File: config.mk
export PLATFORM = sky130hd
export DESIGN_NAME = mam_ram
export DESIGN_NICKNAME = d
export VERILOG_FILES = /design/src/sv/mam_ram.sv
export SDC_FILE = /design/constraint.sdc
export NUM_CORES = 2
export LEC_CHECK = 0
export BUFFER_PORTS_ARGS = -buffer_cell sky130_fd_sc_hd__clkbuf_2
export CAP_MARGIN = 20
export CORE_MARGIN = 2
export CORE_UTILIZATION = 35
export DETAILED_ROUTE_END_ITERATION = 8
export GPL_TIMING_DRIVEN = 1
export PLACE_DENSITY = 0.55
export SLEW_MARGIN = 20
export SYNTH_ARGS = -nofsm -noshare
export SYNTH_HDL_FRONTEND = slang
export SYNTH_SLANG_ARGS = --single-unit
File: constraint.sdc
create_clock -name clk -period 6.4 [get_ports clk]
set_input_delay 1.28 -clock clk [delete_from_list [all_inputs] [get_ports clk]]
set_output_delay 1.28 -clock clk [all_outputs]
set_load 0.01 [all_outputs]
File: src/sv/mam_ram.sv
// ----------------------------------------------------------------------------
// mam_ram
// Generic simple dual-port RAM: one write port, one read port, registered read.
// ----------------------------------------------------------------------------
`default_nettype none

module mam_ram #(
  parameter int WIDTH = 16,
  parameter int DEPTH = 128
) (
  input  logic                     clk,
  input  logic                     we,
  input  logic [$clog2(DEPTH)-1:0] waddr,
  input  logic [WIDTH-1:0]         wdata,
  input  logic [$clog2(DEPTH)-1:0] raddr,
  output logic [WIDTH-1:0]         rdata
);

  logic [WIDTH-1:0] mem [DEPTH];

  always_ff @(posedge clk) begin
    if (we) begin
      mem[waddr] <= wdata;
    end
    rdata <= mem[raddr];
  end

endmodule

`default_nettype wire

After elaboration in Yosys (flattened, before gate mapping)
Memories as Yosys holds them, arrays and structs flattened. A register that Yosys moved wholly into a read port is not among the register bits.
Cells that the tools add are included.
{"block": "totals", "elab_cells": 3, "out_inout_bits": 16, "mem_bits_rw": 2048, "regBits": 0, "inputBits": 32, "mem_count": 1}
{"name": "mem", "depth": 128, "width": 16, "rd": 1, "rd_clocked_by_memory_dff": 1, "wr": 1, "line_no": "19", "text": "logic [WIDTH-1:0] mem [DEPTH];"}
{"block": "op_classes", "n_mux": 2}
{"op": "$mux W1", "n": 2}

Logic depth before layout (Yosys ltp)
{"block": "logic_depth", "depth_word": 2, "depth_mapped": 7, "depth_no_buf": 4}

Worst setup path after synthesis
OpenSTA, ideal clock, no wires.
{"block": "synth_path", "kind": "in2reg", "from": "in raddr[0]", "to": "reg rdata[0] (read register of mem)", "stages": 6, "n_path_buf": 2, "setup_time_ps": 121, "arrival_ps": 3654, "t_required_ps": 6279, "slack_ps": 2625, "cell_sequence": "buf_2 buf_1 mux4_2 mux4_2 mux4_2 mux2_2"}
{"item": "from (decl)", "line_no": "15", "text": "input logic [$clog2(DEPTH)-1:0] raddr,"}
{"item": "to (decl)", "line_no": "16", "text": "output logic [WIDTH-1:0] rdata"}

==> results.py <==
metrics = {
    "die": {
        "die-width_um": 477.7,
        "row_count": 173,
        "die-area_sq_um": 228200,
        "core_sq_um": 222700,
        "start_util": 0.3525,
        "dieHeight_um": 477.7,
        "io_pins": 48,
    },
    "yosys": {
        "yosys_warnings": 0,
        "ys_top_cells_by_count": "edfxtp_1 (2,048), mux4_2 (672), nor2_1 (122)",
        "ys_types": 17,
        "synthFlopType": "edfxtp_1",
        "synth_nets": 3118,
        "yosys.area.top_type": "edfxtp_1",
        "async_flop_share": 0,
        "synth_edf_count": 2048,
        "ys_ff_latch": 2064,
        "yosysMostFrequentCell": "edfxtp_1",
        "synth_top_area_share": 0.7832,
        "synth_seq_area_share": 0.7873,
        "synth_area_leaders": "edfxtp_1 (78%), mux4_2 (19%), nor2_1 (0.58%)",
        "synth_area_sq_um": 78520,
        "syn_area_per_cell_sq_um": 25.44,
        "syn_inst": 3086,
    },
    "setup_path": {
        "critPathMaxFanout": 49,
        "worst-setup-path-type": "primary input to flop",
        "cp.arrival_ns": 4.43,
        "required_ns": 7.11,
        "start_kind": "primary input",
        "rr_worst_depth": 4,
        "cp-end-kind": "flop",
    },
    "clock_tree": {
        "cts_inserted_buffers": 202,
        "ctsHoldBuffers": 0,
        "path_clk_slew_ns": 0.06,
        "cts-resized-gates": 0,
        "cts_tree": "done",
        "clock-sinks": 2064,
        "clk_latency_ns": 0.84,
        "postCtsSetupBuffers": 0,
        "clock-root-buffer": "clkbuf_16",
        "clockBufferDepth": 3,
        "htree_levels": 4,
    },
    "global_routing": {
        "met1_usage": 0.2490,
        "grt_pass1_vias": 35750,
        "grt_max_degree": 97,
        "antenna_found_initial": 27,
        "grt-busiest-layer": "met2",
        "gr-usage-met2": 0.2868,
        "grt.total_usage": 0.1760,
        "grt-ovfl-total": 0,
        "grt_pass1_wl_um": 283900,
        "grt_use_met3": 0.02576,
    },
    "cells_and_area": {
        "ff_latch_area_sq_um": 61820,
        "nFillCells": 19160,
        "syn_to_final_growth_pct": 15.20,
        "nNetsFinal": 3411,
        "stdcell_count": 6525,
        "drive_gt1_frac": 0.3702,
        "multi_input_area_sq_um": 16280,
    },
    "sta": {
        "hold_ws_ns": 0.9091,
        "fmax_ghz": 0.2689,
        "fin_worst_skew_ns": 0.02710,
        "rsz0062_at_grt": "false",
        "fin_crit_ns": 3.719,
        "relSlewSlack": 0.2575,
        "finalHoldViolations": 0,
        "finalSetupViolations": 0,
        "tightestPinTransition_ns": 1.114,
        "period_share": 0.5811,
        "slew_viol_final": 0,
        "setup_slack_ns": 2.681,
        "setup_tns_ns": 0,
    },
    "place": {
        "gp_congestion": 0.7675,
        "place_inst": 6150,
        "dp_hpwl_um": 115300,
        "io_buffer_count": 47,
        "pre_cts_ws_ns": 1.872,
    },
    "run_status": {
        "status": "complete, no violations",
    },
    "worst_hold_path": {
        "hp-class": "primary input to flop",
        "hold_path_depth": 1,
    },
    "drt": {
        "drt-total-wl_um": 201000,
        "drt_iter0_drc": 3769,
        "drc": 0,
        "postRouteAntennaNets": 0,
        "via_per_inst": 5.378,
        "vias": 35090,
        "firstDrtPassIters": 5,
        "wl_per_cell_um": 30.80,
    },
    "flow_run": {
        "maxCapViolCount": 0,
    },
    "power_and_ir_drop": {
        "pwr_density_cell_nw_per_um2": 309.9,
        "p_leak_uw": 0.02756,
        "p_total_uw": 28040,
        "peakVddDrop_uv": 323.4,
    },
}
[cell families after synthesis]
group | synth area share
flops | 0.7873
mux | 0.1950
simple gates | 0.008875
buf+inv | 0.008812
[metrics by stage]
stage	util	cell area, sq um
detailed placement	0.3769	83950
floorplan	-	78520
finish	0.4061	90460
global route	0.4061	90450
CTS	0.4061	90450
global placement	0.3769	83950
[critical path, cell delays in order]
cell and delay (ns):
buf_8 0.48, buf_4 0.69, mux4_2 0.43, mux4_2 0.54, mux4_2 0.61, mux2_2 0.30
[power by group]
part	switching (uW)	internal, uW
logic	835	556
clock network	5070	6590
registers	51.1	14900
[layer usage]
layer / part of all wire / vias to the layer above
met1: 0.43 / 19520
met3: 0.058 / 275
li1: - / 14080
met5: 0.000085 / -
met4: 0.023 / 2
met2: 0.49 / 1218
[cell usage in the layout (no fill, tap or decap), types with 4 or more instances in the layout]
cell | Yosys | routed
buf_12 | 0 | 21
buf_4 | 1 | 201
bufinv_16 | 0 | 16
clkbuf_1 | 82 | 49
clkbuf_16 | 0 | 204
clkbuf_2 | 0 | 27
clkbuf_8 | 0 | 6
clkinv_1 | 0 | 49
clkinv_16 | 0 | 5
clkinv_2 | 0 | 32
clkinv_8 | 0 | 4
dfxtp_1 | 16 | 16
edfxtp_1 | 2048 | 2048
mux2_2 | 16 | 16
mux4_2 | 672 | 672
nand2_1 | 14 | 13
nand3_1 | 12 | 12
nor2_1 | 122 | 34
nor2_2 | 0 | 87
nor2b_1 | 7 | 7
nor3_2 | 0 | 9
[registers in the layout (all words and copies together) (netlist names)]
signal	count
mem	2048
rdata	16
[path summary, 6_finish.rpt]
| path | startpoint | end | slack (ns) |
|---|---|---|---|
| worst min register to register | mem[61][10]$_DFFE_PP_ | rdata[10]$_DFF_P_ | 1.13 |
| worst min-delay path | wdata[2] | mem[48][2]$_DFFE_PP_ | 0.91 |
| worst max-delay path | raddr[2] | rdata[1]$_DFF_P_ | 2.68 |
| worst max register to register | mem[87][9]$_DFFE_PP_ | rdata[9]$_DFF_P_ | 3.86 |
[final cells by class]
| type | count | area share |
|---|---|---|
| Timing Repair Buffer | 253 | 0.02345 |
| Antenna cell | 3 | 0.00008299 |
| Multi-Input combinational cell | 858 | 0.1800 |
| Clock inverter | 113 | 0.01250 |
| Tap cell | 2975 | 0.04115 |
| Sequential cell | 2064 | 0.6834 |
| Clock buffer | 259 | 0.05938 |
No activity file was read; power rests on OpenSTA's default activity.
