--- config.mk ---
export PLATFORM = sky130hd
export DESIGN_NAME = mam_front_flat
export DESIGN_NICKNAME = d
export VERILOG_FILES = /design/src/sv/mam_pkg.sv /design/src/sv/mam_in_if.sv /design/src/sv/mam_front.sv /design/src/flat_wrapper.sv
export SDC_FILE = /design/constraint.sdc
export NUM_CORES = 1
export LEC_CHECK = 0
export ABC_AREA = 0
export BUFFER_PORTS_ARGS = -buffer_cell sky130_fd_sc_hd__buf_2
export CAP_MARGIN = 20
export CORE_UTILIZATION = 64
export CTS_CLUSTER_SIZE = 28
export DETAILED_ROUTE_END_ITERATION = 6
export GPL_TIMING_DRIVEN = 0
export PLACE_DENSITY = 0.93
export SLEW_MARGIN = 20
export SYNTH_ARGS = -nofsm -noshare
export SYNTH_HDL_FRONTEND = slang
export SYNTH_SLANG_ARGS = --single-unit
--- constraint.sdc ---
create_clock -name clk -period 12.1 [get_ports clk]
set_input_delay 1.815 -clock clk [delete_from_list [all_inputs] [get_ports clk]]
set_output_delay 1.815 -clock clk [all_outputs]
set_load 0.05 [all_outputs]
--- src/sv/mam_pkg.sv ---
// ----------------------------------------------------------------------------
// mam_pkg
// Shared constants, register codes and types for the matrix add/sub/multiply
// core.
// ----------------------------------------------------------------------------
`default_nettype none

package mam_pkg;

  localparam int CFG_IDX_W  = 3;
  localparam int CFG_DATA_W = 4;
  localparam int MODE_W     = 2;
  localparam int DIMREG_W   = 4;
  localparam int CLAMP_W    = 5;   // clamped dimension, up to 15
  localparam int ELEM_W     = 16;  // Q8.8
  localparam int SUM_W      = ELEM_W + 1;
  localparam int PROD_W     = 2 * ELEM_W;
  localparam int RES_W      = 40;  // Q24.16
  localparam int FRAC_SHIFT = 8;   // Q9.8 sum to Q24.16
  localparam int ROWCOL_W   = 3;
  localparam int OUT_DEPTH  = 4;   // result FIFO entries
  localparam int JOBQ_DEPTH = 2;   // one entry per buffer bank

  localparam logic [CFG_IDX_W-1:0] REG_MODE   = 3'd0;
  localparam logic [CFG_IDX_W-1:0] REG_ROWS_A = 3'd1;
  localparam logic [CFG_IDX_W-1:0] REG_COLS_A = 3'd2;
  localparam logic [CFG_IDX_W-1:0] REG_ROWS_B = 3'd3;
  localparam logic [CFG_IDX_W-1:0] REG_COLS_B = 3'd4;

  localparam logic [MODE_W-1:0] MODE_ADD = 2'd0;
  localparam logic [MODE_W-1:0] MODE_SUB = 2'd1;
  localparam logic [MODE_W-1:0] MODE_MUL = 2'd2;

  localparam logic [MODE_W-1:0]   MODE_RESET = MODE_MUL;
  localparam logic [DIMREG_W-1:0] DIM_RESET  = 4'd1;

  typedef struct packed {
    logic [MODE_W-1:0]   mode;
    logic [DIMREG_W-1:0] rows_a;
    logic [DIMREG_W-1:0] cols_a;
    logic [DIMREG_W-1:0] rows_b;
    logic [DIMREG_W-1:0] cols_b;
  } cfg_t;

  // one finished load, waiting for the compute side
  typedef struct packed {
    cfg_t cfg;
    logic bank;
  } job_t;

  typedef struct packed {
    logic signed [RES_W-1:0] element_out;
    logic [ROWCOL_W-1:0]     out_row;
    logic [ROWCOL_W-1:0]     out_col;
    logic                    mismatch;
    logic                    last;
  } res_t;

  // zero counts as 1, anything above max_dim counts as max_dim
  function automatic logic [CLAMP_W-1:0] clamp_dim(input logic [DIMREG_W-1:0] v,
                                                   input int unsigned max_dim);
    logic [CLAMP_W-1:0] r;
    if (v == '0) begin
      r = CLAMP_W'(1);
    end else if (32'(v) > max_dim) begin
      r = CLAMP_W'(max_dim);
    end else begin
      r = CLAMP_W'(v);
    end
    return r;
  endfunction

endpackage

`default_nettype wire

--- src/sv/mam_in_if.sv ---
// ----------------------------------------------------------------------------
// mam_in_if
// Element request channel: one signed Q8.8 matrix element per request.
// ----------------------------------------------------------------------------
`default_nettype none

interface mam_in_if;
  logic                             valid;
  logic                             ready;
  logic signed [mam_pkg::ELEM_W-1:0] element_in;

  modport source (output valid, output element_in, input ready);
  modport sink   (input valid, input element_in, output ready);
endinterface

`default_nettype wire

--- src/sv/mam_front.sv ---
// ----------------------------------------------------------------------------
// mam_front
// Load side: takes elements, works out which matrix and which entry each one
// lands in, writes it into the current buffer bank and queues the run when
// A and B are complete.
// ----------------------------------------------------------------------------
`default_nettype none

module mam_front #(
  parameter int MAX_DIM = 8
) (
  input  logic                                clk,
  input  logic                                rst,
  input  mam_pkg::cfg_t                       cfg,
  mam_in_if.sink                              elem,
  input  logic                                jq_full,
  output logic                                push,
  output mam_pkg::job_t                       push_job,
  output logic                                wr_a,
  output logic                                wr_b,
  output logic [$clog2(MAX_DIM*MAX_DIM):0]    waddr,
  output logic [mam_pkg::ELEM_W-1:0]          wdata
);

  localparam int DV_W  = $clog2(MAX_DIM + 1);
  localparam int DIM_W = $clog2(MAX_DIM);
  localparam int N_W   = $clog2(MAX_DIM * MAX_DIM);
  localparam int NA_W  = $clog2(MAX_DIM * MAX_DIM + 1);
  localparam int LC_W  = $clog2(2 * MAX_DIM * MAX_DIM + 1);
  localparam int K     = N_W + DV_W;   // reciprocal scale, exact for n < MAX_DIM^2
  localparam int RC_W  = K + 1;
  localparam int QP_W  = N_W + RC_W;

  typedef enum logic [1:0] {F_IDLE, F_DIV, F_WR} state_t;

  state_t                   state;
  logic [LC_W-1:0]          lc;
  logic                     wbank;
  logic [mam_pkg::ELEM_W-1:0] e_q;
  logic                     sel_b_q;
  logic                     wr_ok_q;
  logic                     done_q;
  logic [N_W-1:0]           n_q;
  logic [DV_W-1:0]          d_q;
  logic [DIM_W-1:0]         q_q;
  mam_pkg::cfg_t            cfg_q;

  logic [DV_W-1:0]  ra, ca, rb, cb, d_sel;
  logic [NA_W-1:0]  na, nb;
  logic [LC_W-1:0]  total, off_b, lc_inc;
  logic             in_a, wr_ok, done, accept;
  logic [N_W-1:0]   n_sel;
  logic [QP_W-1:0]  qprod;
  logic [N_W-1:0]   rem, idx;
  logic [RC_W-1:0]  recip_tab [MAX_DIM + 1];

  // ceil(2^K / d) for each possible column count
  assign recip_tab[0] = '0;
  for (genvar g = 1; g <= MAX_DIM; g++) begin : g_recip
    localparam int unsigned RV = ((1 << K) + g - 1) / g;
    assign recip_tab[g] = RC_W'(RV);
  end

  assign ra = DV_W'(mam_pkg::clamp_dim(cfg.rows_a, MAX_DIM));
  assign ca = DV_W'(mam_pkg::clamp_dim(cfg.cols_a, MAX_DIM));
  assign rb = DV_W'(mam_pkg::clamp_dim(cfg.rows_b, MAX_DIM));
  assign cb = DV_W'(mam_pkg::clamp_dim(cfg.cols_b, MAX_DIM));

  assign na     = NA_W'(ra) * NA_W'(ca);
  assign nb     = NA_W'(rb) * NA_W'(cb);
  assign total  = LC_W'(na) + LC_W'(nb);
  assign in_a   = (lc < LC_W'(na));
  assign off_b  = lc - LC_W'(na);
  assign wr_ok  = in_a || (off_b < LC_W'(nb));
  assign n_sel  = in_a ? N_W'(lc) : N_W'(off_b);
  assign d_sel  = in_a ? ca : cb;
  assign lc_inc = lc + 1'b1;
  assign done   = (lc_inc >= total);

  assign elem.ready = (state == F_IDLE) && !jq_full;
  assign accept     = elem.valid && elem.ready;

  // quotient by reciprocal, then remainder, then row-stride address
  assign qprod = QP_W'(n_q) * QP_W'(recip_tab[d_q]);
  assign rem   = n_q - N_W'(q_q) * N_W'(d_q);
  assign idx   = N_W'(q_q) * N_W'(MAX_DIM) + rem;

  assign wr_a     = (state == F_WR) && wr_ok_q && !sel_b_q;
  assign wr_b     = (state == F_WR) && wr_ok_q && sel_b_q;
  assign waddr    = {wbank, idx};
  assign wdata    = e_q;
  assign push     = (state == F_WR) && done_q;
  assign push_job = '{cfg: cfg_q, bank: wbank};

  always_ff @(posedge clk) begin
    if (rst) begin
      state <= F_IDLE;
      lc    <= '0;
      wbank <= 1'b0;
    end else begin
      case (state)
        F_IDLE: begin
          if (accept) begin
            e_q     <= elem.element_in;
            sel_b_q <= !in_a;
            wr_ok_q <= wr_ok;
            done_q  <= done;
            n_q     <= n_sel;
            d_q     <= d_sel;
            cfg_q   <= cfg;
            lc      <= done ? '0 : lc_inc;
            state   <= F_DIV;
          end
        end
        F_DIV: begin
          q_q   <= DIM_W'(qprod >> K);
          state <= F_WR;
        end
        F_WR: begin
          if (done_q) begin
            wbank <= ~wbank;
          end
          state <= F_IDLE;
        end
        default: state <= F_IDLE;
      endcase
    end
  end

endmodule

`default_nettype wire

--- src/flat_wrapper.sv ---
// flat-port wrapper written by rule: the top's interface ports become plain ports
module mam_front_flat 
#(
  parameter int MAX_DIM = 8
)
  (clk, rst, cfg, jq_full, push, push_job, wr_a, wr_b, waddr, wdata, elem_valid, elem_element_in, elem_ready);
  mam_in_if elem_i ();
  input  logic clk;
  input  logic rst;
  input  mam_pkg::cfg_t cfg;
  input  logic jq_full;
  output logic push;
  output mam_pkg::job_t push_job;
  output logic wr_a;
  output logic wr_b;
  output logic [$clog2(MAX_DIM*MAX_DIM):0] waddr;
  output logic [mam_pkg::ELEM_W-1:0] wdata;
  input wire logic [$bits(elem_i.valid)-1:0] elem_valid;
  input wire logic [$bits(elem_i.element_in)-1:0] elem_element_in;
  output wire logic [$bits(elem_i.ready)-1:0] elem_ready;
  assign elem_i.valid = elem_valid;
  assign elem_i.element_in = elem_element_in;
  assign elem_ready = elem_i.ready;
  mam_front #(.MAX_DIM(MAX_DIM)) u_core (.clk(clk), .rst(rst), .cfg(cfg), .elem(elem_i), .jq_full(jq_full), .push(push), .push_job(push_job), .wr_a(wr_a), .wr_b(wr_b), .waddr(waddr), .wdata(wdata));
endmodule
After elaboration in Yosys (flattened, before gate mapping)
Memory sizes are Yosys's and may differ from the RTL's.
Index checks and enable logic that the tools add are counted.
W data, S select, Z words.
{"block": "word_totals", "ff_bits": 61, "rom_bits": 176, "output_inout_bits": 46, "elab_cells": 73, "mem_count": 1}
{"block": "op_classes", "add_sub_neg": 5, "mul": 4, "order_cmp": 8, "n_eq_ne": 3, "mux": 15, "n_bitwise": 3, "n_reduce_logical": 19}
{"memory": "(no name shown)", "depth": 16, "width": 11, "read_ports": 1, "rd_clocked_by_memory_dff": 0, "wr": 0, "line_no": "mam_front.sv:84", "rtl": "assign qprod = QP_W'(n_q) * QP_W'(recip_tab[d_q]);"}
{"operator": "$mux W4", "n": 9}
{"operator": "$mux W11", "n": 2}
{"operator": "$gt A4 B4 Y1 const B", "n": 4}
{"operator": "$logic_not A4 Y1", "n": 4}
{"operator": "$lt A8 B7 Y1", "n": 2}
{"operator": "$mul A4 B4 Y7", "n": 2}
{"operator": "$mul A6 B11 Y13", "n": 1}
{"operator": "$add A7 B7 Y8", "n": 1}
{"operator": "$add A8 B1 Y8 const B", "n": 1}
{"operator": "$ge A8 B8 Y1", "n": 1}
{"operator": "$mux W8", "n": 1}
{"operator": "$sub A8 B7 Y8", "n": 1}
{"operator": "$add A6 B6 Y6", "n": 1}
{"operator": "$logic_and A1 B1 Y1", "n": 6}
{"operator": "$mul A3 B4 Y6", "n": 1}
{"operator": "$mux W6", "n": 1}
{"operator": "$reduce_and A2 Y1", "n": 3}
{"operator": "$sub A6 B6 Y6", "n": 1}
{"operator": "$ge A5 B5 Y1 const B", "n": 1}
{"operator": "$not A4 Y5", "n": 1}
{"operator": "$pmux W2 S2", "n": 1}
{"operator": "$logic_not A1 Y1", "n": 3}
{"operator": "$reduce_and A3 Y1", "n": 1}
{"operator": "$eq A2 B1 Y1 const B", "n": 1}
{"operator": "6 further kinds", "n": 7}

Longest topological paths before layout
{"block": "logic_depth", "word_depth": 7, "depth_mapped": 22, "mapped_depth_nobuf": 22}

Least setup slack after synthesis
Ideal clock, no wire load.
{"block": "synth_timing", "path_type": "input to register", "from": "input port cfg[15] in the netlist's numbering", "to": "register u_core.done_q, data pin", "t_arrival_ps": 6128, "required_time_ps": 11830, "slack_ps": 5702, "stages": 18, "n_path_buf": 1, "cell_sequence": "inv_1 > nand2_1 > or2_2 > fa_1 > inv_1 > fa_1 > fa_1 > xnor2_1 > nor2_1 > a211oi_1 > a21oi_1 > xnor2_1 > ha_1 > a2111o_1 > a31oi_1 > o21a_1 > clkbuf_1 > nor2_1"}
{"block": "synth_between", "elab_chain_cells": 6, "elab_cells_between_ends": 7}
{"item": "from (decl)", "line_no": "flat_wrapper.sv:10", "rtl": "input mam_pkg::cfg_t cfg;"}
{"item": "$gt A4 B4 Y1", "line_no": "mam_pkg.sv:65", "rtl": "end else if (32'(v) > max_dim) begin"}
{"item": "$mux W4", "line_no": "mam_pkg.sv:65"}
{"item": "$mux W4 *", "line_no": "mam_pkg.sv:63", "rtl": "if (v == '0) begin"}
{"item": "$mul A4 B4 Y7 *", "line_no": "mam_front.sv:69", "rtl": "assign na = NA_W'(ra) * NA_W'(ca);"}
{"item": "$add A7 B7 Y8 *", "line_no": "mam_front.sv:71", "rtl": "assign total = LC_W'(na) + LC_W'(nb);"}
{"item": "$ge A8 B8 Y1 *", "line_no": "mam_front.sv:78", "rtl": "assign done = (lc_inc >= total);"}
{"item": "via u_core.done", "line_no": "mam_front.sv:51", "rtl": "logic in_a, wr_ok, done, accept;"}
{"item": "to (signal assigned)", "line_no": "mam_front.sv:107", "rtl": "done_q <= done;"}
{"item": "to (decl)", "line_no": "mam_front.sv:42", "rtl": "logic done_q;"}
Mark *: on every way through the listed nets, which the timed path passes. The rest lies on a longest branch.
A chain may end at the register's enable or synchronous reset.

Worst setup path after layout
{"block": "layout_timing", "from": "input port cfg[11] in the netlist's numbering", "to": "register u_core.lc[1]"}
{"block": "layout_between", "elab_chain_cells": 7, "elab_cells_between_ends": 8}
{"item": "$gt A4 B4 Y1", "line_no": "mam_pkg.sv:65"}
{"item": "$mux W4", "line_no": "mam_pkg.sv:65"}
{"item": "$mux W4 *", "line_no": "mam_pkg.sv:63"}
{"item": "$mul A4 B4 Y7 *", "line_no": "mam_front.sv:69"}
{"item": "$add A7 B7 Y8 *", "line_no": "mam_front.sv:71"}
{"item": "$ge A8 B8 Y1 *", "line_no": "mam_front.sv:78"}
{"item": "$mux W8 *", "line_no": "mam_front.sv:111", "rtl": "lc <= done ? '0 : lc_inc;"}
{"item": "to (signal assigned)", "line_no": "mam_front.sv:111"}
{"item": "to (decl)", "line_no": "mam_front.sv:37", "rtl": "logic [LC_W-1:0] lc;"}
Mark *: on every way between the ends. The rest lies on a longest branch, timed or not.

==> impl_metrics.toml <==
[setup_path]
cp.arrival_ps = 7290
cp-start-kind = "primary input"
path_max_fanout = 9
worstRegToRegCells = 15
end_kind = "flop"
critPathKind = "primary input to flop"
critPathRequiredTime_ps = 12380

[timing]
slew_headroom_pct = 48.7
slew_viol_final = 0
grt_setup_unrepaired = "false"
fmax_ghz = 0.143
tns_ps = 0
finalHoldViolCount = 0
fin_hold_ws_ps = 519
fin_crit_ps = 7010
skew_ps = 16.7
fin_ws_ps = 5090
worstMarginPinSlew_ps = 764
finalCritPeriodShare_pct = 58.0
setup_viol = 0

[power_and_ir_drop]
switchingPower_uw = 265
peakVddDrop_mv = 0.0710
powerDensity_nw_per_um2 = 105
total_power_uw = 699
total_leakage_power_uw = 0.00324
intPower_uw = 434
sw_frac_of_total_pct = 37.9
p_comb_share_pct = 37.7
clkPwrFrac_pct = 27.8
seqPwrFrac_pct = 34.5

[synth]
synthArstFlopShare_pct = 0
synth_edf_count = 50
avgSynthCellArea_um2 = 10.0
synth_common_cells = "ha_1, inv_1, nand2_1"
synth_nets = 747
netlist_top_cells_area = "edfxtp_1, fa_1, ha_1, xnor2_1, inv_1"
yosysTopAreaCell = "edfxtp_1"
yosys_warnings = 0
syn_area_um2 = 5890
ys_ff_latch = 61
synth_top_area_share_pct = 25.5
yosysSeqAreaShare_pct = 29.2
synthMostInstantiatedCell = "ha_1"
ys.flop_type = "edfxtp_1"
syn_inst = 587
yosysUniqueCellTypes = 53

[clock_tree]
holdBufCountCts = 0
clk_path_buf_depth = 2
cts_buffers = 9
clock-sinks = 61
post_cts_buffers = 0
htree_levels = 3
clk_root_buffer_cell = "clkbuf_8"
tritoncts = "done"
clk-insertion-delay-late_ps = 350
path_clk_slew_ps = 80
cts_resized = 0

[outcome]
violations = "DRC"
status = "finished with violations"

[drt]
vias = 4691
wl_um = 13800
drc = 8
dr.pass1.iters = 7
wire_per_inst_um = 17.3
viasPerCell = 5.90
drtIter0Drc = 288
ant_nets = 0

[die]
fp.dieW_um = 97.9
placementRows = 34
start_util_pct = 66.9
chipHeight_um = 97.9
core_area_um2 = 8810
pin_count = 84
die_area_um2 = 9590

[job]
drv_cap = 0

[grt]
grt_pass1_vias = 4910
grt_pass1_wl_um = 23100
grt_max_degree = 32
antenna_found_initial = 0
grt_usage_pct = 30.8
grt-ovfl-total = 0

[place]
pre_cts_ws_ps = 4920
placedCellCount = 779
routabilityCongestion = 0.901
port-buffer-count = 83
dpl.hpwl_um = 10500

[finish]
layout-drive-gt1-share_pct = 17.5
regArea_um2 = 1720
syn_to_final_growth_pct = 13.3
fillers = 546
multi_input_area_um2 = 3820
fin_cells = 795
layout.nets = 842
n_antenna_cell = 0

[worst_hold_path]
min_path_cells = 1
hp-class = "flop to flop"
-- final timing paths --
kind	slack, ps	end	start
hold / removal	520	u_core.state[1]	u_core.state[1]
setup reg to reg	7040	u_core.q_q[1]	u_core.d_q[1]
setup / recovery	5090	u_core.lc[1]	cfg[11]
hold reg to reg	520	u_core.state[1]	u_core.state[1]
-- cell families (layout without fill, tap and decap cells) --
family	after synthesis	count (layout)	synth area share, %
and+or+nand+nor	178	178	14.3
adders and majority gates	125	125	32.7
buffers and inverters	90	190	6.01
AOI/OAI and AO/OA	77	77	8.81
DFF	61	61	29.2
xor gates and xnor gates	46	46	6.97
muxes	10	10	2.00
-- cells in the final DEF, fill, tap and decap left out, types with 7 or more instances in the layout --
| cell type | n |
|---|---|
| a21o_1 | 11 |
| edfxtp_1 | 50 |
| nand3_1 | 11 |
| nor2_1 | 40 |
| nand2b_1 | 11 |
| clkbuf_8 | 9 |
| nand2_1 | 63 |
| xor2_1 | 9 |
| and2_1 | 19 |
| dfxtp_1 | 11 |
| xnor2_1 | 36 |
| buf_2 | 84 |
| ha_1 | 73 |
| clkbuf_1 | 12 |
| and3_1 | 7 |
| inv_1 | 72 |
| a21oi_1 | 26 |
| fa_1 | 49 |
-- metrics by stage --
stage / area [µm²] / util (%)
after floorplan: 5890 / -
after global placement: 6440 / 73.1
after detailed placement: 6470 / 73.5
after CTS: 6670 / 75.8
after global routing: 6670 / 75.8
final: 6670 / 75.8
-- power groups by stage --
stage / logic, µW / clock network [µW] / registers [µW]
after floorplan: 187 / 0 / 255
after global placement: 241 / 0 / 245
after detailed placement: 256 / 0 / 245
after CTS: 261 / 194 / 241
after global routing: 288 / 201 / 241
final: 264 / 194 / 241
-- cell type report --
cell class / count / share of cell area [%]
well taps: 108 / 2.02
clock buffers: 9 / 1.86
multi-input cells: 436 / 57.3
inverters: 74 / 4.16
clock inverters: 7 / 1.22
repair buffers: 84 / 6.52
flip-flops and latches: 61 / 25.8
plain buffers: 16 / 1.14
-- metal layers --
metal  vias to the layer above  routed length (µm)  GRT usage (%)
met1                      2244                5120           35.8
met2                       228                7110           54.3
met5                         -                   0              0
li1                       2153                   -              -
met4                         0                 645           16.0
met3                        66                 899           5.65
-- registers in the layout, indices dropped and copies added (netlist names) --
| name | count |
|---|---|
| u_core.d_q | 4 |
| u_core.done_q | 1 |
| u_core.lc | 8 |
| u_core.n_q | 6 |
| u_core.push_job | 18 |
| u_core.q_q | 3 |
| u_core.sel_b_q | 1 |
| u_core.state | 2 |
| u_core.wbank | 1 |
| u_core.wdata | 16 |
| u_core.wr_ok_q | 1 |
-- worst max-delay path, stage by stage --
cell      delay (ps)
buf_2            170
nand2b_1         280
or2_2            370
fa_1             510
inv_1             60
fa_1             540
fa_1             500
xnor2_1          630
nor2_1           130
a211oi_1         240
a21oi_1           90
xnor2_1          180
ha_1             310
a2111o_1         420
a31oi_1          160
o21a_1           160
clkbuf_1         340
o211ai_1         200
a21oi_1          170
No activity file was read; power rests on OpenSTA's default activity.
