===== src/sv/mam_pkg.sv =====
// ----------------------------------------------------------------------------
// mam_pkg
// Shared constants, register codes and types for the matrix add/sub/multiply
// core.
// ----------------------------------------------------------------------------
`default_nettype none

package mam_pkg;

  localparam int CFG_IDX_W  = 3;
  localparam int CFG_DATA_W = 4;
  localparam int MODE_W     = 2;
  localparam int DIMREG_W   = 4;
  localparam int CLAMP_W    = 5;   // clamped dimension, up to 15
  localparam int ELEM_W     = 16;  // Q8.8
  localparam int SUM_W      = ELEM_W + 1;
  localparam int PROD_W     = 2 * ELEM_W;
  localparam int RES_W      = 40;  // Q24.16
  localparam int FRAC_SHIFT = 8;   // Q9.8 sum to Q24.16
  localparam int ROWCOL_W   = 3;
  localparam int OUT_DEPTH  = 4;   // result FIFO entries
  localparam int JOBQ_DEPTH = 2;   // one entry per buffer bank

  localparam logic [CFG_IDX_W-1:0] REG_MODE   = 3'd0;
  localparam logic [CFG_IDX_W-1:0] REG_ROWS_A = 3'd1;
  localparam logic [CFG_IDX_W-1:0] REG_COLS_A = 3'd2;
  localparam logic [CFG_IDX_W-1:0] REG_ROWS_B = 3'd3;
  localparam logic [CFG_IDX_W-1:0] REG_COLS_B = 3'd4;

  localparam logic [MODE_W-1:0] MODE_ADD = 2'd0;
  localparam logic [MODE_W-1:0] MODE_SUB = 2'd1;
  localparam logic [MODE_W-1:0] MODE_MUL = 2'd2;

  localparam logic [MODE_W-1:0]   MODE_RESET = MODE_MUL;
  localparam logic [DIMREG_W-1:0] DIM_RESET  = 4'd1;

  typedef struct packed {
    logic [MODE_W-1:0]   mode;
    logic [DIMREG_W-1:0] rows_a;
    logic [DIMREG_W-1:0] cols_a;
    logic [DIMREG_W-1:0] rows_b;
    logic [DIMREG_W-1:0] cols_b;
  } cfg_t;

  // one finished load, waiting for the compute side
  typedef struct packed {
    cfg_t cfg;
    logic bank;
  } job_t;

  typedef struct packed {
    logic signed [RES_W-1:0] element_out;
    logic [ROWCOL_W-1:0]     out_row;
    logic [ROWCOL_W-1:0]     out_col;
    logic                    mismatch;
    logic                    last;
  } res_t;

  // zero counts as 1, anything above max_dim counts as max_dim
  function automatic logic [CLAMP_W-1:0] clamp_dim(input logic [DIMREG_W-1:0] v,
                                                   input int unsigned max_dim);
    logic [CLAMP_W-1:0] r;
    if (v == '0) begin
      r = CLAMP_W'(1);
    end else if (32'(v) > max_dim) begin
      r = CLAMP_W'(max_dim);
    end else begin
      r = CLAMP_W'(v);
    end
    return r;
  endfunction

endpackage

`default_nettype wire


===== src/sv/mam_out_if.sv =====
// ----------------------------------------------------------------------------
// mam_out_if
// Result request channel: one result element with its position and flags.
// ----------------------------------------------------------------------------
`default_nettype none

interface mam_out_if;
  logic                               valid;
  logic                               ready;
  logic signed [mam_pkg::RES_W-1:0]   element_out;
  logic [mam_pkg::ROWCOL_W-1:0]       out_row;
  logic [mam_pkg::ROWCOL_W-1:0]       out_col;
  logic                               mismatch;
  logic                               last;

  modport source (output valid, output element_out, output out_row, output out_col,
                  output mismatch, output last, input ready);
  modport sink   (input valid, input element_out, input out_row, input out_col,
                  input mismatch, input last, output ready);
endinterface

`default_nettype wire


===== src/sv/mam_back.sv =====
// ----------------------------------------------------------------------------
// mam_back
// Compute side: walks the result matrix of the queued run, reads A and B and
// adds, subtracts or multiplies in a short pipeline into a small result FIFO.
// ----------------------------------------------------------------------------
`default_nettype none

module mam_back #(
  parameter int MAX_DIM = 8
) (
  input  logic                              clk,
  input  logic                              rst,
  input  logic                              head_valid,
  input  mam_pkg::job_t                     head_job,
  output logic                              pop,
  output logic [$clog2(MAX_DIM*MAX_DIM):0]  raddr_a,
  output logic [$clog2(MAX_DIM*MAX_DIM):0]  raddr_b,
  input  logic [mam_pkg::ELEM_W-1:0]        rdata_a,
  input  logic [mam_pkg::ELEM_W-1:0]        rdata_b,
  mam_out_if.source                         result
);

  localparam int DV_W  = $clog2(MAX_DIM + 1);
  localparam int DIM_W = $clog2(MAX_DIM);
  localparam int N_W   = $clog2(MAX_DIM * MAX_DIM);
  localparam int HW    = $clog2(mam_pkg::OUT_DEPTH + 1);
  localparam int FP_W  = $clog2(mam_pkg::OUT_DEPTH);

  typedef enum logic [1:0] {B_IDLE, B_RUN, B_MIS} state_t;

  typedef struct packed {
    logic             first;
    logic             last_k;
    logic             mul;
    logic             sub;
    logic             last_el;
    logic [DIM_W-1:0] row;
    logic [DIM_W-1:0] col;
  } tag_t;

  state_t            state;
  logic [DIM_W-1:0]  i, j, k;
  logic              s1_v, s2_v;
  tag_t              s1_tag, s2_tag;
  logic signed [mam_pkg::RES_W-1:0] s2_val;
  logic signed [mam_pkg::RES_W-1:0] acc;
  logic [HW-1:0]     held;     // elements started but not yet taken by the sink

  mam_pkg::res_t     fifo [mam_pkg::OUT_DEPTH];
  logic [FP_W-1:0]   wp, rp;
  logic [HW-1:0]     cnt;

  logic [DV_W-1:0]   ra, ca, rb, cb, ni, nj, nk;
  logic [DIM_W-1:0]  lim_i, lim_j, lim_k;
  logic              is_mul, is_addsub, shape_ok;
  logic              issue, issue_first, final_issue, mis_push, res_push, out_pop;
  logic [N_W-1:0]    a_idx, b_idx;
  tag_t              tag_in;

  logic signed [mam_pkg::ELEM_W-1:0] a_s, b_s;
  logic signed [mam_pkg::PROD_W-1:0] prod;
  logic signed [mam_pkg::SUM_W-1:0]  sum;
  logic signed [mam_pkg::RES_W-1:0]  val;
  logic signed [mam_pkg::RES_W-1:0]  acc_next;
  mam_pkg::res_t                     res_in;

  assign ra = DV_W'(mam_pkg::clamp_dim(head_job.cfg.rows_a, MAX_DIM));
  assign ca = DV_W'(mam_pkg::clamp_dim(head_job.cfg.cols_a, MAX_DIM));
  assign rb = DV_W'(mam_pkg::clamp_dim(head_job.cfg.rows_b, MAX_DIM));
  assign cb = DV_W'(mam_pkg::clamp_dim(head_job.cfg.cols_b, MAX_DIM));

  assign is_mul    = (head_job.cfg.mode == mam_pkg::MODE_MUL);
  assign is_addsub = (head_job.cfg.mode == mam_pkg::MODE_ADD) ||
                     (head_job.cfg.mode == mam_pkg::MODE_SUB);
  assign shape_ok  = (is_addsub && (ra == rb) && (ca == cb)) || (is_mul && (ca == rb));

  assign ni    = ra;
  assign nj    = is_mul ? cb : ca;
  assign nk    = is_mul ? ca : DV_W'(1);
  assign lim_i = DIM_W'(ni - DV_W'(1));
  assign lim_j = DIM_W'(nj - DV_W'(1));
  assign lim_k = DIM_W'(nk - DV_W'(1));

  // a new element only starts when a FIFO slot is reserved for it
  assign issue       = (state == B_RUN) &&
                       ((k != '0) || (held < HW'(mam_pkg::OUT_DEPTH)));
  assign issue_first = issue && (k == '0);
  assign final_issue = issue && (k == lim_k) && (j == lim_j) && (i == lim_i);

  assign a_idx   = N_W'(i) * N_W'(MAX_DIM) + N_W'(is_mul ? k : j);
  assign b_idx   = N_W'(is_mul ? k : i) * N_W'(MAX_DIM) + N_W'(j);
  assign raddr_a = {head_job.bank, a_idx};
  assign raddr_b = {head_job.bank, b_idx};

  assign tag_in = '{first:   (k == '0),
                    last_k:  (k == lim_k),
                    mul:     is_mul,
                    sub:     (head_job.cfg.mode == mam_pkg::MODE_SUB),
                    last_el: (j == lim_j) && (i == lim_i),
                    row:     i,
                    col:     j};

  // stage 1: RAM data arrives
  assign a_s  = rdata_a;
  assign b_s  = rdata_b;
  assign prod = a_s * b_s;
  assign sum  = s1_tag.sub ? mam_pkg::SUM_W'(a_s) - mam_pkg::SUM_W'(b_s)
                           : mam_pkg::SUM_W'(a_s) + mam_pkg::SUM_W'(b_s);
  assign val  = s1_tag.mul ? mam_pkg::RES_W'(prod)
                           : (mam_pkg::RES_W'(sum) <<< mam_pkg::FRAC_SHIFT);

  // stage 2: accumulate
  assign acc_next = s2_tag.first ? s2_val : acc + s2_val;
  assign res_push = s2_v && s2_tag.last_k;

  // the mismatch word waits for the pipeline to drain so it cannot collide
  assign mis_push = (state == B_MIS) && !s1_v && !s2_v &&
                    (held < HW'(mam_pkg::OUT_DEPTH));

  assign res_in = mis_push ?
                  mam_pkg::res_t'{element_out: '0, out_row: '0, out_col: '0,
                                  mismatch: 1'b1, last: 1'b1} :
                  mam_pkg::res_t'{element_out: acc_next,
                                  out_row:     mam_pkg::ROWCOL_W'(s2_tag.row),
                                  out_col:     mam_pkg::ROWCOL_W'(s2_tag.col),
                                  mismatch:    1'b0,
                                  last:        s2_tag.last_el};

  assign pop = final_issue || mis_push;

  assign result.valid       = (cnt != '0);
  assign result.element_out = fifo[rp].element_out;
  assign result.out_row     = fifo[rp].out_row;
  assign result.out_col     = fifo[rp].out_col;
  assign result.mismatch    = fifo[rp].mismatch;
  assign result.last        = fifo[rp].last;
  assign out_pop            = result.valid && result.ready;

  always_ff @(posedge clk) begin
    if (rst) begin
      state <= B_IDLE;
      i     <= '0;
      j     <= '0;
      k     <= '0;
      s1_v  <= 1'b0;
      s2_v  <= 1'b0;
      held  <= '0;
      wp    <= '0;
      rp    <= '0;
      cnt   <= '0;
    end else begin
      case (state)
        B_IDLE: begin
          i <= '0;
          j <= '0;
          k <= '0;
          if (head_valid) begin
            state <= shape_ok ? B_RUN : B_MIS;
          end
        end
        B_RUN: begin
          if (issue) begin
            if (k == lim_k) begin
              k <= '0;
              if (j == lim_j) begin
                j <= '0;
                if (i == lim_i) begin
                  i     <= '0;
                  state <= B_IDLE;
                end else begin
                  i <= i + 1'b1;
                end
              end else begin
                j <= j + 1'b1;
              end
            end else begin
              k <= k + 1'b1;
            end
          end
        end
        B_MIS: begin
          if (mis_push) begin
            state <= B_IDLE;
          end
        end
        default: state <= B_IDLE;
      endcase

      s1_v <= issue;
      if (issue) begin
        s1_tag <= tag_in;
      end
      s2_v <= s1_v;
      if (s1_v) begin
        s2_tag <= s1_tag;
        s2_val <= val;
      end
      if (s2_v) begin
        acc <= acc_next;
      end

      if (res_push || mis_push) begin
        fifo[wp] <= res_in;
        wp       <= wp + 1'b1;
      end
      if (out_pop) begin
        rp <= rp + 1'b1;
      end
      cnt  <= cnt + HW'(res_push || mis_push) - HW'(out_pop);
      held <= held + HW'(issue_first || mis_push) - HW'(out_pop);
    end
  end

endmodule

`default_nettype wire


===== src/flat_wrapper.sv =====
// flat-port wrapper written by rule: the top's interface ports become plain ports
module mam_back_flat 
#(
  parameter int MAX_DIM = 8
)
  (clk, rst, head_valid, head_job, pop, raddr_a, raddr_b, rdata_a, rdata_b, result_valid, result_element_out, result_out_row, result_out_col, result_mismatch, result_last, result_ready);
  mam_out_if result_i ();
  input  logic clk;
  input  logic rst;
  input  logic head_valid;
  input  mam_pkg::job_t head_job;
  output logic pop;
  output logic [$clog2(MAX_DIM*MAX_DIM):0] raddr_a;
  output logic [$clog2(MAX_DIM*MAX_DIM):0] raddr_b;
  input  logic [mam_pkg::ELEM_W-1:0] rdata_a;
  input  logic [mam_pkg::ELEM_W-1:0] rdata_b;
  output wire logic [$bits(result_i.valid)-1:0] result_valid;
  output wire logic [$bits(result_i.element_out)-1:0] result_element_out;
  output wire logic [$bits(result_i.out_row)-1:0] result_out_row;
  output wire logic [$bits(result_i.out_col)-1:0] result_out_col;
  output wire logic [$bits(result_i.mismatch)-1:0] result_mismatch;
  output wire logic [$bits(result_i.last)-1:0] result_last;
  input wire logic [$bits(result_i.ready)-1:0] result_ready;
  assign result_valid = result_i.valid;
  assign result_element_out = result_i.element_out;
  assign result_out_row = result_i.out_row;
  assign result_out_col = result_i.out_col;
  assign result_mismatch = result_i.mismatch;
  assign result_last = result_i.last;
  assign result_i.ready = result_ready;
  mam_back #(.MAX_DIM(MAX_DIM)) u_core (.clk(clk), .rst(rst), .head_valid(head_valid), .head_job(head_job), .pop(pop), .raddr_a(raddr_a), .raddr_b(raddr_b), .rdata_a(rdata_a), .rdata_b(rdata_b), .result(result_i));
endmodule

===== config.mk =====
export PLATFORM = sky130hd
export DESIGN_NAME = mam_back_flat
export DESIGN_NICKNAME = d
export VERILOG_FILES = /design/src/sv/mam_pkg.sv /design/src/sv/mam_out_if.sv /design/src/sv/mam_back.sv /design/src/flat_wrapper.sv
export SDC_FILE = /design/constraint.sdc
export NUM_CORES = 1
export LEC_CHECK = 0
export ABC_CLOCK_PERIOD_IN_PS = 18400
export BUFFER_PORTS_ARGS = -buffer_cell sky130_fd_sc_hd__buf_4
export CAP_MARGIN = 20
export CORE_MARGIN = 4
export CORE_UTILIZATION = 51
export CTS_CLUSTER_DIAMETER = 40
export DETAILED_ROUTE_END_ITERATION = 7
export PLACE_DENSITY = 0.72
export SLEW_MARGIN = 20
export SYNTH_ARGS = -nofsm -noshare
export SYNTH_HDL_FRONTEND = slang
export SYNTH_SLANG_ARGS = --single-unit

===== constraint.sdc =====
create_clock -name clk -period 18.4 [get_ports clk]
set_input_delay 0.92 -clock clk [delete_from_list [all_inputs] [get_ports clk]]
set_output_delay 0.92 -clock clk [all_outputs]
set_load 0.005 [all_outputs]

-- After elaboration in Yosys (flattened, before gate mapping)
Memory sizes are Yosys's and may differ from the RTL's. A register that Yosys moved wholly into a read port is not among the register bits.
Cells that the tools add are included.
- output and inout bits: 64
- memories: 1
- bits in writable memories: 192
- logic and storage cells: 146
- register bits after elaboration: 123
- magnitude comparators: 5
- multiplexer cells: 41
- bitwise operators: 1
- add/sub/neg operators: 17
- equality and inequality tests: 16
- $mul: 1
- reductions and logical operators: 39
- memory list (memory ; words ; bits a word ; read ports ; clocked after Yosys merged registers in ; wr ports ; line ; RTL):
    u_core.fifo ; 4 ; 48 ; 1 ; 1 ; 1 ; mam_back.sv:49 ; mam_pkg::res_t fifo [mam_pkg::OUT_DEPTH];
- operators by type and width (kind ; number):
    40-bit two-way mux ; 2
    48-bit two-way mux ; 1
    40-bit adder ; 1
    3-bit two-way mux ; 13
    16-bit by 16-bit multiplier with 32-bit output ; 1
    4-bit two-way mux ; 8
    2-bit two-way mux ; 9
    3-bit case mux with 2 select lines ; 3
    16-bit by 16-bit adder with 17-bit output ; 1
    17-bit two-way mux ; 1
    16-bit by 16-bit subtractor with 17-bit output ; 1
    4-bit greater-than comparator, second input constant ; 4
    4-bit logical NOT ; 4
    1-bit logical AND ; 14
    4-bit equality test ; 3
    3-bit by 1-bit adder with 3-bit output, second input constant ; 3
    3-bit equality test ; 3
    3-bit by 1-bit subtractor with 3-bit output, second input constant ; 3
    2-bit AND reduction ; 4
    3-bit by 1-bit adder with 3-bit output ; 2
    6-bit by 3-bit adder with 6-bit output ; 1
    6-bit adder ; 1
    1-bit logical OR ; 6
    2-bit by 1-bit != test with 1-bit output, second input constant ; 3
    17 further kinds ; 28

-- Depth between registers and ports, before layout
- word-level depth: 10
- depth in mapped cells: 25
- depth with buffers taken out: 23

-- Worst setup path before layout
OpenSTA, ideal clock, no wires.
- path type: input to register
- start point: input port rdata_b[1] (netlist bit)
- end point: register u_core.s2_val[30] (netlist bit) (data pin)
- slack: 11.376 ns
- stages: 20
- data arrival time: 6.768 ns
- required time: 18.145 ns
- buffers on the path: 2
- cells stage by stage: clkbuf_1 > clkbuf_1 > nand2_1 > inv_1 > fa_1 > fa_1 > fa_1 > fa_1 > fa_1 > inv_1 > fa_1 > inv_1 > ha_1 > a211oi_1 > nor2_1 > or3_1 > o2111ai_1 > a31oi_1 > or3_1 > a31o_1
- word-level cells in the longest chain between the ends: 3
- elaborated cells between the ends (all ways): 5
- RTL lines (element ; line ; RTL):
    from (decl) ; flat_wrapper.sv:16 ; input logic [mam_pkg::ELEM_W-1:0] rdata_b;
    branches (longest 2 deep; another with 16-bit by 16-bit multiplier with 32-bit output) ; n/a ;
    40-bit two-way mux * ; mam_back.sv:109 ; assign val = s1_tag.mul ? mam_pkg::RES_W'(prod)
    net u_core.val, one bit ; mam_back.sv:63 ; logic signed [mam_pkg::RES_W-1:0] val;
    to (signal assigned) ; mam_back.sv:196 ; s2_val <= val;
    to (decl) ; mam_back.sv:45 ; logic signed [mam_pkg::RES_W-1:0] s2_val;
Mark *: on every way through the listed nets, which the timed path passes.
A chain may end at the register's enable or synchronous reset.

-- Worst setup path after layout
- start point: input port rdata_b[1] (netlist bit)
- end point: register u_core.s2_val[29] (netlist bit) (data pin)
Same word-level chain as after synthesis.

==> metrics.txt <==
Rel. slew slack=0.442; maximum VDD drop=0.160 mV; Cell Pwr Density=178 mW/mm2; min cycle time layout=6.71 ns; Synth area leaders=edfxtp_1, fa_1, ha_1, inv_1, mux4_2; CTS Buf Count=34; setup_tns=0 ns; DRT Wirelength=54.7 mm; clk_lat worst skew=0.53 ns; Initial Util=0.518; global-route wire length before repair=90.8 mm; Layout Skew=0.0250 ns; dpl ws=11.21 ns; Syn Std Cell Area=0.0254 mm2; WS Path Type=input pin to flop; Critical Path RT=18.67 ns; H-tree levels=2; largest net degree at the start of global routing=61; critical path's largest stage delay=0.90 ns; Top FF cell, synth=edfxtp_1; crit path max fanout=19; slowest CP cell=fa_1; Die Span Y=231 um; most frequent CP cell=fa_1; GRT Total Usage=0.209; site row count=81; # resized after CTS=0; die width=231 um; sw frac=0.449; Synth async-reset ratio=0; Clock Root Buffer=clkbuf_16; FF/Latch Area=0.00903 mm2; leading area contributor after synthesis=edfxtp_1; Setup Fix Bufs, Post-CTS=0; core footprint=0.0492 mm2; Die Area=0.0535 mm2; DR vias=16700; Hold WC Path Type=flop to flop; Netlist cell types=82; crit path launch type=input pin; Int Pwr=2730 uW; initial antenna violation count=1; Hold Path Stages=0; Mapped Nets=2771; combinational share of power=0.699; drt pass-1 iters=5; post-route ant nets=0; # setup viols final=0; Initial DRC Count=1024; syn_area_per_cell=11.1 um2; number of global-route vias before repair=17700; Ys Warns=0; CTS Hold Bufs=0; Avg Vias per Cell=5.46; P_leak=0.0118 uW; Post-Synthesis Cells=2296; share of the synthesized area in the top cell type=0.335; critical path arrival=6.98 ns; clock transition at the registers of the reported paths=0.06 ns; Fill cells=4077; # DRC=0; CTS Buffer Depth=3; status=finished clean; Max Freq=149 MHz; gp weighted congestion=0.896; CTS tree=built; Clock power frac=0.126; CP endpoint kind=flop; drt wl/cell=17.9 um; Inserted Diodes=0; Register-to-Register Path Depth=11; Multi-input gate area=0.0148 mm2; grt total ovfl=0; max-slew violation count=0; Seq cells post-synth=309; number of synthesized flops with an enable pin=284; Switch Pwr=2230 uW; post-synthesis sequential area ratio=0.355; Final period util=0.365; final hold vios=0; RSZ-0062 raised after global routing=false; Sink Count=309; max-cap viol count=0; IO Port Bufs=115; nets=2840; share of layout cells above drive strength 1=0.113; cells along the critical path=buf_4, nand2_1, inv_1, fa_1, fa_1, fa_1, fa_1, fa_1, inv_1, fa_1, inv_1, ha_1, nand4_1, nor3_1, a21oi_1, a21oi_1, a31oi_1, a31o_1; Least-Margin Pin Slew=0.836 ns; sequential share of power=0.176; Area growth, synth to finish=9.67%; Detailed Place HPWL=40.6 mm; Ports=119; Final WS setup=11.69 ns
==> area by class of cell <==
| type | instances | area share |
|---|---|---|
| multi-input combinational | 1555 | 0.529 |
| sequential | 309 | 0.324 |
| inverter | 337 | 0.0454 |
| timing repair buffer | 128 | 0.0349 |
| clock buffer | 42 | 0.0327 |
| tap | 664 | 0.0298 |
| clock inverter | 19 | 0.00466 |
==> layer usage <==
metal	GRT usage	wire (um)	vias up	part of all wire
met2	0.352	26400	365	0.48
met1	0.293	24700	8399	0.45
met4	0.0521	1150	0	0.021
met5	0	0	-	0
li1	-	-	7829	-
met3	0.0246	2500	78	0.046
==> layout by cell type (no fill, tap or decap), drive strengths merged, types with 7 or more instances in the layout <==
cell / instances
dfxtp: 25
nor2: 100
o211ai: 11
nand4: 10
a211oi: 18
o21ai: 94
xor2: 40
or3: 11
nand3: 20
nand2: 225
xnor2: 74
clkbuf: 42
nor3: 25
a31o: 7
o21a: 12
clkinv: 13
edfxtp: 284
mux2i: 7
fa: 266
a31oi: 14
a21o: 39
nor2b: 15
mux4: 48
o21bai: 11
nand2b: 21
a21oi: 86
ha: 154
inv: 342
buf: 128
and2: 171
==> path summary, 6_finish.rpt <==
check	slack, ns	endpoint	start
max	11.69	u_core.s2_val[29]$_DFFE_PP_	rdata_b[1]
min	0.42	u_core.s2_tag[10]$_DFFE_PP_	u_core.s1_tag[10]$_DFFE_PP_
max reg2reg	14.50	u_core.s2_val[28]$_DFFE_PP_	u_core.s1_tag[7]$_DFFE_PP_
min reg2reg	0.42	u_core.s2_tag[10]$_DFFE_PP_	u_core.s1_tag[10]$_DFFE_PP_
==> worst max-delay path: cells and delay by family <==
family                   cells  cell delay [ns]
buffers and inverters        4             0.37
AO/OA/AOI/OAI                4             0.94
adder cells (fa/ha/maj)      7             3.90
AND/OR/NAND/NOR              3             0.84
==> cells by family (layout without fill, tap and decap cells) <==
family,Yosys count,in the layout,synth area share
AOI/OAI and AO/OA,330,330,0.0839
DFF,309,309,0.355
buffers and inverters,432,526,0.0659
muxes,60,60,0.0475
xor gates and xnor gates,114,114,0.0392
adders and majority gates,420,420,0.285
and+or+nand+nor,631,631,0.124
==> Yosys cell counts, types with 48 or more instances <==
cell,instances
a21oi_1,84
and2_1,170
clkbuf_1,69
edfxtp_1,284
fa_1,266
ha_1,154
inv_1,334
mux4_2,48
nand2_1,225
nor2_1,99
o21ai_0,79
xnor2_1,74
==> power groups by stage <==
stage                     Combinational (uW)  Clock [uW]  Sequential [uW]
after floorplan                         2680           0              879
after global placement                  3370           0              885
after detailed placement                3450           0              886
after CTS                               3470         642              871
after global routing                    3970         670              873
final                                   3470         623              871
==> state kept, by name, summed over array words and instances (netlist names), 2 cells and up, named ones only <==
signal and flops:
u_core.rp 2, u_core.j 3, u_core.fifo 192, u_core.s1_tag 11, u_core.acc 40, u_core.held 3, u_core.i 3, u_core.state 2
u_core.k 3, u_core.s2_val 32, u_core.cnt 3, u_core.s2_tag 9, u_core.wp 2
==> stage by stage <==
stage                     area, um2  hold WS, ns  utilization  total power (uW)  std cells
final                         27900        0.420        0.568              4960       3054
after global routing          27900        0.428        0.568              5510       3054
after CTS                     27900        0.423        0.568              4980       3054
after detailed placement      26900        0.408        0.546              4330       2993
after global placement        26800        0.404        0.546              4250       2992
after floorplan               25400        0.400            -              3560       2296
(Power assumes the default switching activity.)
